**src/assert_macros.svh**
```systemverilog
// Assertion macros shared by the NDVI hex binning RTL.
`ifndef ASSERT_MACROS_SVH
`define ASSERT_MACROS_SVH

// Clocked check, ignored while reset is high.
`define ASSERT_CLK(label, prop, msg) \
  label: assert property (@(posedge clk) disable iff (rst) prop) \
    else $error(msg);

// Clocked check that also holds across reset.
`define ASSERT_ALWAYS(label, prop, msg) \
  label: assert property (@(posedge clk) prop) \
    else $error(msg);

`endif

```
**src/nhb_pkg.sv**
```systemverilog
// Shared types, constants and control structs of the NDVI hex binning block.
`timescale 1ns / 1ps
`default_nettype none
package nhb_pkg;

  localparam int HEX_SLOTS   = 16;
  localparam int SAMPLE_BITS = 16;
  localparam int SLOT_W      = (HEX_SLOTS > 1) ? $clog2(HEX_SLOTS) : 1;

  localparam int DIVIDEND_W = 42;
  localparam int DIVISOR_W  = 25;
  localparam int STEP_W     = 6;
  localparam int PIX_NUM_W  = 34;
  localparam logic [STEP_W-1:0] PIX_STEPS  = STEP_W'(PIX_NUM_W);
  localparam logic [STEP_W-1:0] WIDE_STEPS = STEP_W'(DIVIDEND_W);

  localparam int FRAC = 25;
  localparam int CW   = 50;
  localparam logic [23:0] COUNT_MAX = 24'hFFFFFF;
  localparam logic [15:0] SAMPLE_MASK =
    (SAMPLE_BITS >= 16) ? 16'hFFFF : 16'((1 << SAMPLE_BITS) - 1);

  // Register indexes of the configuration port
  localparam int CFG_INDEX_W = 3;
  localparam logic [CFG_INDEX_W-1:0] REG_TILE_WIDTH       = 3'd0;
  localparam logic [CFG_INDEX_W-1:0] REG_TILE_HEIGHT      = 3'd1;
  localparam logic [CFG_INDEX_W-1:0] REG_Q_PER_COL        = 3'd2;
  localparam logic [CFG_INDEX_W-1:0] REG_Q_PER_ROW        = 3'd3;
  localparam logic [CFG_INDEX_W-1:0] REG_R_PER_ROW        = 3'd4;
  localparam logic [CFG_INDEX_W-1:0] REG_CANOPY_THRESHOLD = 3'd5;

  localparam logic [12:0] RST_TILE_WIDTH  = 13'd100;
  localparam logic [12:0] RST_TILE_HEIGHT = 13'd100;
  localparam logic signed [31:0] RST_Q_PER_COL = 32'sd19370;
  localparam logic signed [31:0] RST_Q_PER_ROW = -32'sd11185;
  localparam logic signed [31:0] RST_R_PER_ROW = 32'sd22370;
  localparam logic signed [15:0] RST_CANOPY_THRESHOLD = 16'sd16384;

  typedef struct packed {
    logic [15:0] red_reflectance;
    logic [15:0] nir_reflectance;
  } pixel_t;

  typedef struct packed {
    logic signed [15:0] hex_q;
    logic signed [15:0] hex_r;
    logic signed [15:0] avg_ndvi;
    logic [15:0]        canopy_share;
    logic [23:0]        pixel_count;
    logic               table_overflow;
    logic               last_record;
  } record_t;

  typedef enum logic [3:0] {
    ST_IDLE, ST_MUL0, ST_MUL1, ST_MUL2, ST_SUMS, ST_ROUND, ST_ERR, ST_CUBE,
    ST_SEARCH, ST_DIVWAIT, ST_UPDATE, ST_SCAN, ST_MEAN_WAIT, ST_FRAC_WAIT,
    ST_PUSH, ST_CLEAR
  } state_t;

  typedef enum logic [3:0] {
    STEP_NONE, STEP_MUL0, STEP_MUL1, STEP_MUL2, STEP_SUMS, STEP_ROUND,
    STEP_ERR, STEP_CUBE, STEP_SEARCH, STEP_UPDATE
  } step_t;

  typedef enum logic [1:0] {
    DIV_PIX, DIV_MEAN, DIV_FRAC
  } div_sel_t;

  typedef struct packed {
    logic     load_pixel;
    step_t    step;
    logic     div_start;
    div_sel_t div_sel;
    logic     mean_capture;
    logic     idx_clear;
    logic     idx_inc;
    logic     out_load;
    logic     tile_clear;
  } dp_cmd_t;

  typedef struct packed {
    logic div_busy;
    logic last_pixel;
    logic slot_at_idx;
    logic idx_at_end;
    logic out_free;
  } dp_status_t;

endpackage
`default_nettype wire

```
**src/nhb_controller.sv**
```systemverilog
// Controller state machine sequencing pixel binning and record emission.
`timescale 1ns / 1ps
`default_nettype none
module nhb_controller import nhb_pkg::*; (
  input  logic       clk,
  input  logic       rst,
  input  logic       pixel_valid,
  output logic       pixel_stall,
  input  dp_status_t status,
  output dp_cmd_t    cmd
);

  state_t state, state_next;

  // State register
  always_ff @(posedge clk) begin
    if (rst) state <= ST_IDLE;
    else state <= state_next;
  end

  // Next state and commands
  always_comb begin
    state_next  = state;
    pixel_stall = 1'b1;
    cmd         = '0;
    cmd.step    = STEP_NONE;
    cmd.div_sel = DIV_PIX;
    unique case (state)
      ST_IDLE: begin
        pixel_stall = 1'b0;
        if (pixel_valid) begin
          cmd.load_pixel = 1'b1;
          state_next = ST_MUL0;
        end
      end
      ST_MUL0: begin
        cmd.step = STEP_MUL0;
        cmd.div_start = 1'b1;
        cmd.div_sel = DIV_PIX;
        state_next = ST_MUL1;
      end
      ST_MUL1: begin
        cmd.step = STEP_MUL1;
        state_next = ST_MUL2;
      end
      ST_MUL2: begin
        cmd.step = STEP_MUL2;
        state_next = ST_SUMS;
      end
      ST_SUMS: begin
        cmd.step = STEP_SUMS;
        state_next = ST_ROUND;
      end
      ST_ROUND: begin
        cmd.step = STEP_ROUND;
        state_next = ST_ERR;
      end
      ST_ERR: begin
        cmd.step = STEP_ERR;
        state_next = ST_CUBE;
      end
      ST_CUBE: begin
        cmd.step = STEP_CUBE;
        state_next = ST_SEARCH;
      end
      ST_SEARCH: begin
        cmd.step = STEP_SEARCH;
        state_next = ST_DIVWAIT;
      end
      ST_DIVWAIT: begin
        if (!status.div_busy) state_next = ST_UPDATE;
      end
      ST_UPDATE: begin
        cmd.step = STEP_UPDATE;
        if (status.last_pixel) begin
          cmd.idx_clear = 1'b1;
          state_next = ST_SCAN;
        end else begin
          state_next = ST_IDLE;
        end
      end
      ST_SCAN: begin
        priority if (status.slot_at_idx) begin
          cmd.div_start = 1'b1;
          cmd.div_sel = DIV_MEAN;
          state_next = ST_MEAN_WAIT;
        end else if (status.idx_at_end) begin
          state_next = ST_CLEAR;
        end else begin
          cmd.idx_inc = 1'b1;
        end
      end
      ST_MEAN_WAIT: begin
        cmd.div_sel = DIV_MEAN;
        if (!status.div_busy) begin
          cmd.mean_capture = 1'b1;
          cmd.div_start = 1'b1;
          cmd.div_sel = DIV_FRAC;
          state_next = ST_FRAC_WAIT;
        end
      end
      ST_FRAC_WAIT: begin
        if (!status.div_busy) state_next = ST_PUSH;
      end
      ST_PUSH: begin
        if (status.out_free) begin
          cmd.out_load = 1'b1;
          if (status.idx_at_end) begin
            state_next = ST_CLEAR;
          end else begin
            cmd.idx_inc = 1'b1;
            state_next = ST_SCAN;
          end
        end
      end
      ST_CLEAR: begin
        cmd.tile_clear = 1'b1;
        state_next = ST_IDLE;
      end
      default: state_next = ST_IDLE;
    endcase
  end

endmodule
`default_nettype wire

```
**config.mk**
```make
export PLATFORM = sky130hd
export DESIGN_NAME = nhb_controller
export DESIGN_NICKNAME = d
export VERILOG_FILES = /design/src/assert_macros.svh /design/src/nhb_pkg.sv /design/src/nhb_controller.sv
export SDC_FILE = /design/constraint.sdc
export NUM_CORES = 1
export LEC_CHECK = 0
export BUFFER_PORTS_ARGS = -buffer_cell sky130_fd_sc_hd__buf_2
export CORE_MARGIN = 10
export CORE_UTILIZATION = 30
export CTS_BUF_LIST = sky130_fd_sc_hd__clkbuf_4 sky130_fd_sc_hd__clkbuf_8
export DETAILED_ROUTE_END_ITERATION = 10
export RECOVER_POWER = 100
export SYNTH_ARGS = -nofsm -noshare
export SYNTH_HDL_FRONTEND = slang
export SYNTH_SLANG_ARGS = --single-unit
```
**constraint.sdc**
```tcl
create_clock -name clk -period 3.3 [get_ports clk]
set_input_delay 0.33 -clock clk [delete_from_list [all_inputs] [get_ports clk]]
set_output_delay 0.33 -clock clk [all_outputs]
set_load 0.01 [all_outputs]
```
**Word-level counts from Yosys, hierarchy flattened**

Index checks and enable logic that the tools add are counted.

- Output and inout bits: 14
- Input bits: 8
- Register bits after elaboration: 4
- Word-level logic and storage cells: 50

- Eq/ne operators: 21
- Reduce and logical (&&, ||, !) cells: 2
- Muxes and demuxes: 26

Operator list:

| kind | number |
|---|---|
| 4-bit one-hot mux with 16 select lines | 1 |
| 4-bit 2-to-1 mux | 9 |
| 4-bit one-hot mux with 9 select lines | 1 |
| 4-bit equality test, second input constant | 8 |
| 4-bit by 3-bit equality test with 1-bit output, second input constant | 4 |
| 1-bit 2-to-1 mux | 10 |
| 2-bit inequality test, second input constant | 5 |
| 3-bit one-hot mux with 3 select lines | 1 |
| 4-bit by 2-bit equality test with 1-bit output, second input constant | 2 |
| 3-bit 2-to-1 mux | 2 |
| 6-bit AND reduction | 1 |
| 4-bit by 1-bit equality test with 1-bit output, second input constant | 1 |
| 4-bit logical NOT | 1 |
| 3-bit inequality test, second input constant | 1 |
| 2-bit 2-to-1 mux | 1 |
| 1-bit one-hot mux with 2 select lines | 1 |

**Depth between registers and ports, before layout**

- Depth in word-level cells: 3
- Mapped depth: 5
- Gate-level depth less buffers: 4

**Least setup slack after synthesis**

OpenSTA, ideal clock, no wires.

- Kind: flip-flop to output port
- Start: reg state[3]
- End: out cmd[6] in the netlist's numbering
- Data arrival time: 1378 ps
- Required time: 2970 ps
- Slack: 1592 ps
- Buffers on the path: 2
- Stages on the path, launching flop included: 5
- Cell sequence: dfxtp_1 > clkbuf_8 > nand2_1 > nor4_1 > buf_4

RTL lines:

| element | line | text |
|---|---|---|
| start, declared | nhb_controller.sv:13 | `state_t state, state_next;` |
| start signal, assigned | nhb_controller.sv:18 | `else state <= state_next;` |
| end, declared | nhb_controller.sv:10 | `output dp_cmd_t cmd` |

==> metrics <==
total power=175 uW; Post-synth EDFFs=0; status=finished clean; Final Hold Vio Count=0; synthesized area per cell=7.38 sq um; post-synthesis cell count=61; number of synthesized register bits=4; initial antenna violation count=0; CP endpoint kind=output pin; largest fanout on the critical path=15; WL/cell=14.2 microns; Synthesis Warnings=0; clock tree from TritonCTS=done; first-pass GRT wire length=2140 microns; Detailed Route WL=1350 microns; maximum VDD drop=0.000143 V; power per cell area=338 nW/um^2; IO Count=22; Critical Path RT=2.97 ns; Worst-Margin Slew=0.474 ns; min cycle time layout=2.13 ns; max reg flops=4; R2R cell count=4; Synth async-reset ratio=0; drt first pass iters=4; critical path arrival=1.80 ns; commonest non-fill, non-tap cell in the layout=clkbuf_1; DRC=0; Clock Tree Root=clkbuf_4; Synthesized Nets=69; Sinks on Clock Net=4; Clock Skews=0.00464 ns; R2R Setup Slk=1.46 ns; Hold-fix buffers, CTS=0; max_slew headroom=0.683; Final #Nets=90; top flop regs=state x4; register name with the most flops=state; clk slew on worst S/H paths=0.04 ns; Max Freq=470 MHz; xor and xnor area share after synthesis=0; starting density of the core=0.334; die width=58.8 microns; # rows=13; post-synthesis sequential area ratio=0.178; # port buffers=21; die footprint=3450 sq um; min-delay worst type=input pin to register; H-tree levels=1; post-place setup slack=1.42 ns; ANT nets after route=0; area of the core=1350 sq um; crit path launch=state[0]; Final Non-Filler Cells=95; Hold Path Stages=2; GRT overflow=0; post-detail-place hpwl=1050 microns; post-route worst setup slack=1.17 ns; Synth Area in Compound Gates=0.317; Area Overhead vs Synth=15.3%; main combinational cell family by area after synthesis=simple AND/OR/NAND/NOR gates; Startpoint Class=register; synthesized area=450 sq um; Setup Crit Path Kind=register to output pin; Vias per Instance=5.31; share of cells above drive strength 1=0.175; final period utilization=0.645; GR Util All Layers=0.0780; LEAKAGE=0.000203 uW; post-synthesis mux area share=0.0444; synth unique cells=32; vias in the first global route=459; post-synthesis simple-gate area fraction=0.319; final core utilization=0.385; CTS Buf Count=3; worst r2r src=state[0]; max cap viols=0; largest net degree at the start of global routing=17; Ant. Diodes=0; FF-to-FF End=state[0]; routed vias=504; Primary FF master, synth=dfxtp_1; placed insts=92; Die Y=58.8 microns; clock tree buffer depth=2; most frequent cells in the layout=clkbuf_1 (14), nor2_1 (10), buf_2 (7), nand2_1 (6), inv_1 (5); Post-Route Setup TNS=0 ns; initial drt markers=19; post-CTS sizing=0; Worst Setup EP=cmd[2]; RSZ-0062 raised after global routing=no; Slew Viols, Final=0; Final setup viols=0; Post-CTS Setup Bufs=0; post-synthesis adder-cell area fraction=0; clock latency at the later pin of the worst-skew pair=0.24 ns; gpl congestion=0.842
-- synth_stat cells, drive strengths merged (2+ instances only) --
cell    count  area, sq um
nand2       6         22.5
o31ai       2         15.0
nand3       2         10.0
mux2i       2         20.0
nor2       10         37.5
nand3b      2         15.0
inv         5         18.8
nor3        2         10.0
dfxtp       4         80.1
o21ai       3         15.0
buf         4         31.3
-- power breakdown --
part | switching [uW] | total, uW | internal, uW
Sequential | 13.1 | 65.4 | 52.3
Combinational | 26.9 | 48.4 | 21.4
Clock | 20.9 | 61.7 | 40.7
Total | 61.0 | 175 | 115
-- layer usage --
layer  wire, microns  share of wire  track usage  vias up
li1                -              -            -      262
met2             517           0.38       0.0991       18
met4              20          0.015       0.0492        0
met1             670           0.50       0.0959      222
met3             142           0.11       0.0451        2
met5               0              0            0        -
-- logic make-up after synthesis --
| group | count (synthesis) |
|---|---|
| simple gates | 28 |
| compound gates | 17 |
| buf+inv | 10 |
| flops | 4 |
| mux | 2 |
-- worst min path at each step --
stage | from | to | slack (ns)
floorplan | rst | state[0] | 0.40
global placement | rst | state[0] | 0.56
detailed placement | rst | state[0] | 0.56
CTS | rst | state[0] | 0.31
global route | rst | state[0] | 0.31
finish | rst | state[0] | 0.31
-- cell type report --
| class | instances | area (sq um) |
|---|---|---|
| fillers | 173 | 831 |
| multi-input cells | 47 | 292 |
| repair buffers | 21 | 87.6 |
| flip-flops and latches | 4 | 80.1 |
| clock buffers | 3 | 22.5 |
| inverters | 5 | 18.8 |
| well taps | 15 | 18.8 |
-- through the flow --
step / hold slack (ns) / cell area (sq um)
2_1_floorplan: 0.396 / 450
3_3_place_gp: 0.558 / 529
3_5_place_dp: 0.561 / 529
4_1_cts: 0.306 / 552
5_1_grt: 0.313 / 519
6_report: 0.314 / 519
-- critical path, cell delays in order, from the launching register on --
cell and delay (ns):
dfxtp_1 0.61, nand2_1 0.19, or4_1 0.48, o41ai_1 0.09, clkbuf_1 0.19
Power figures use the tool's default switching activity.
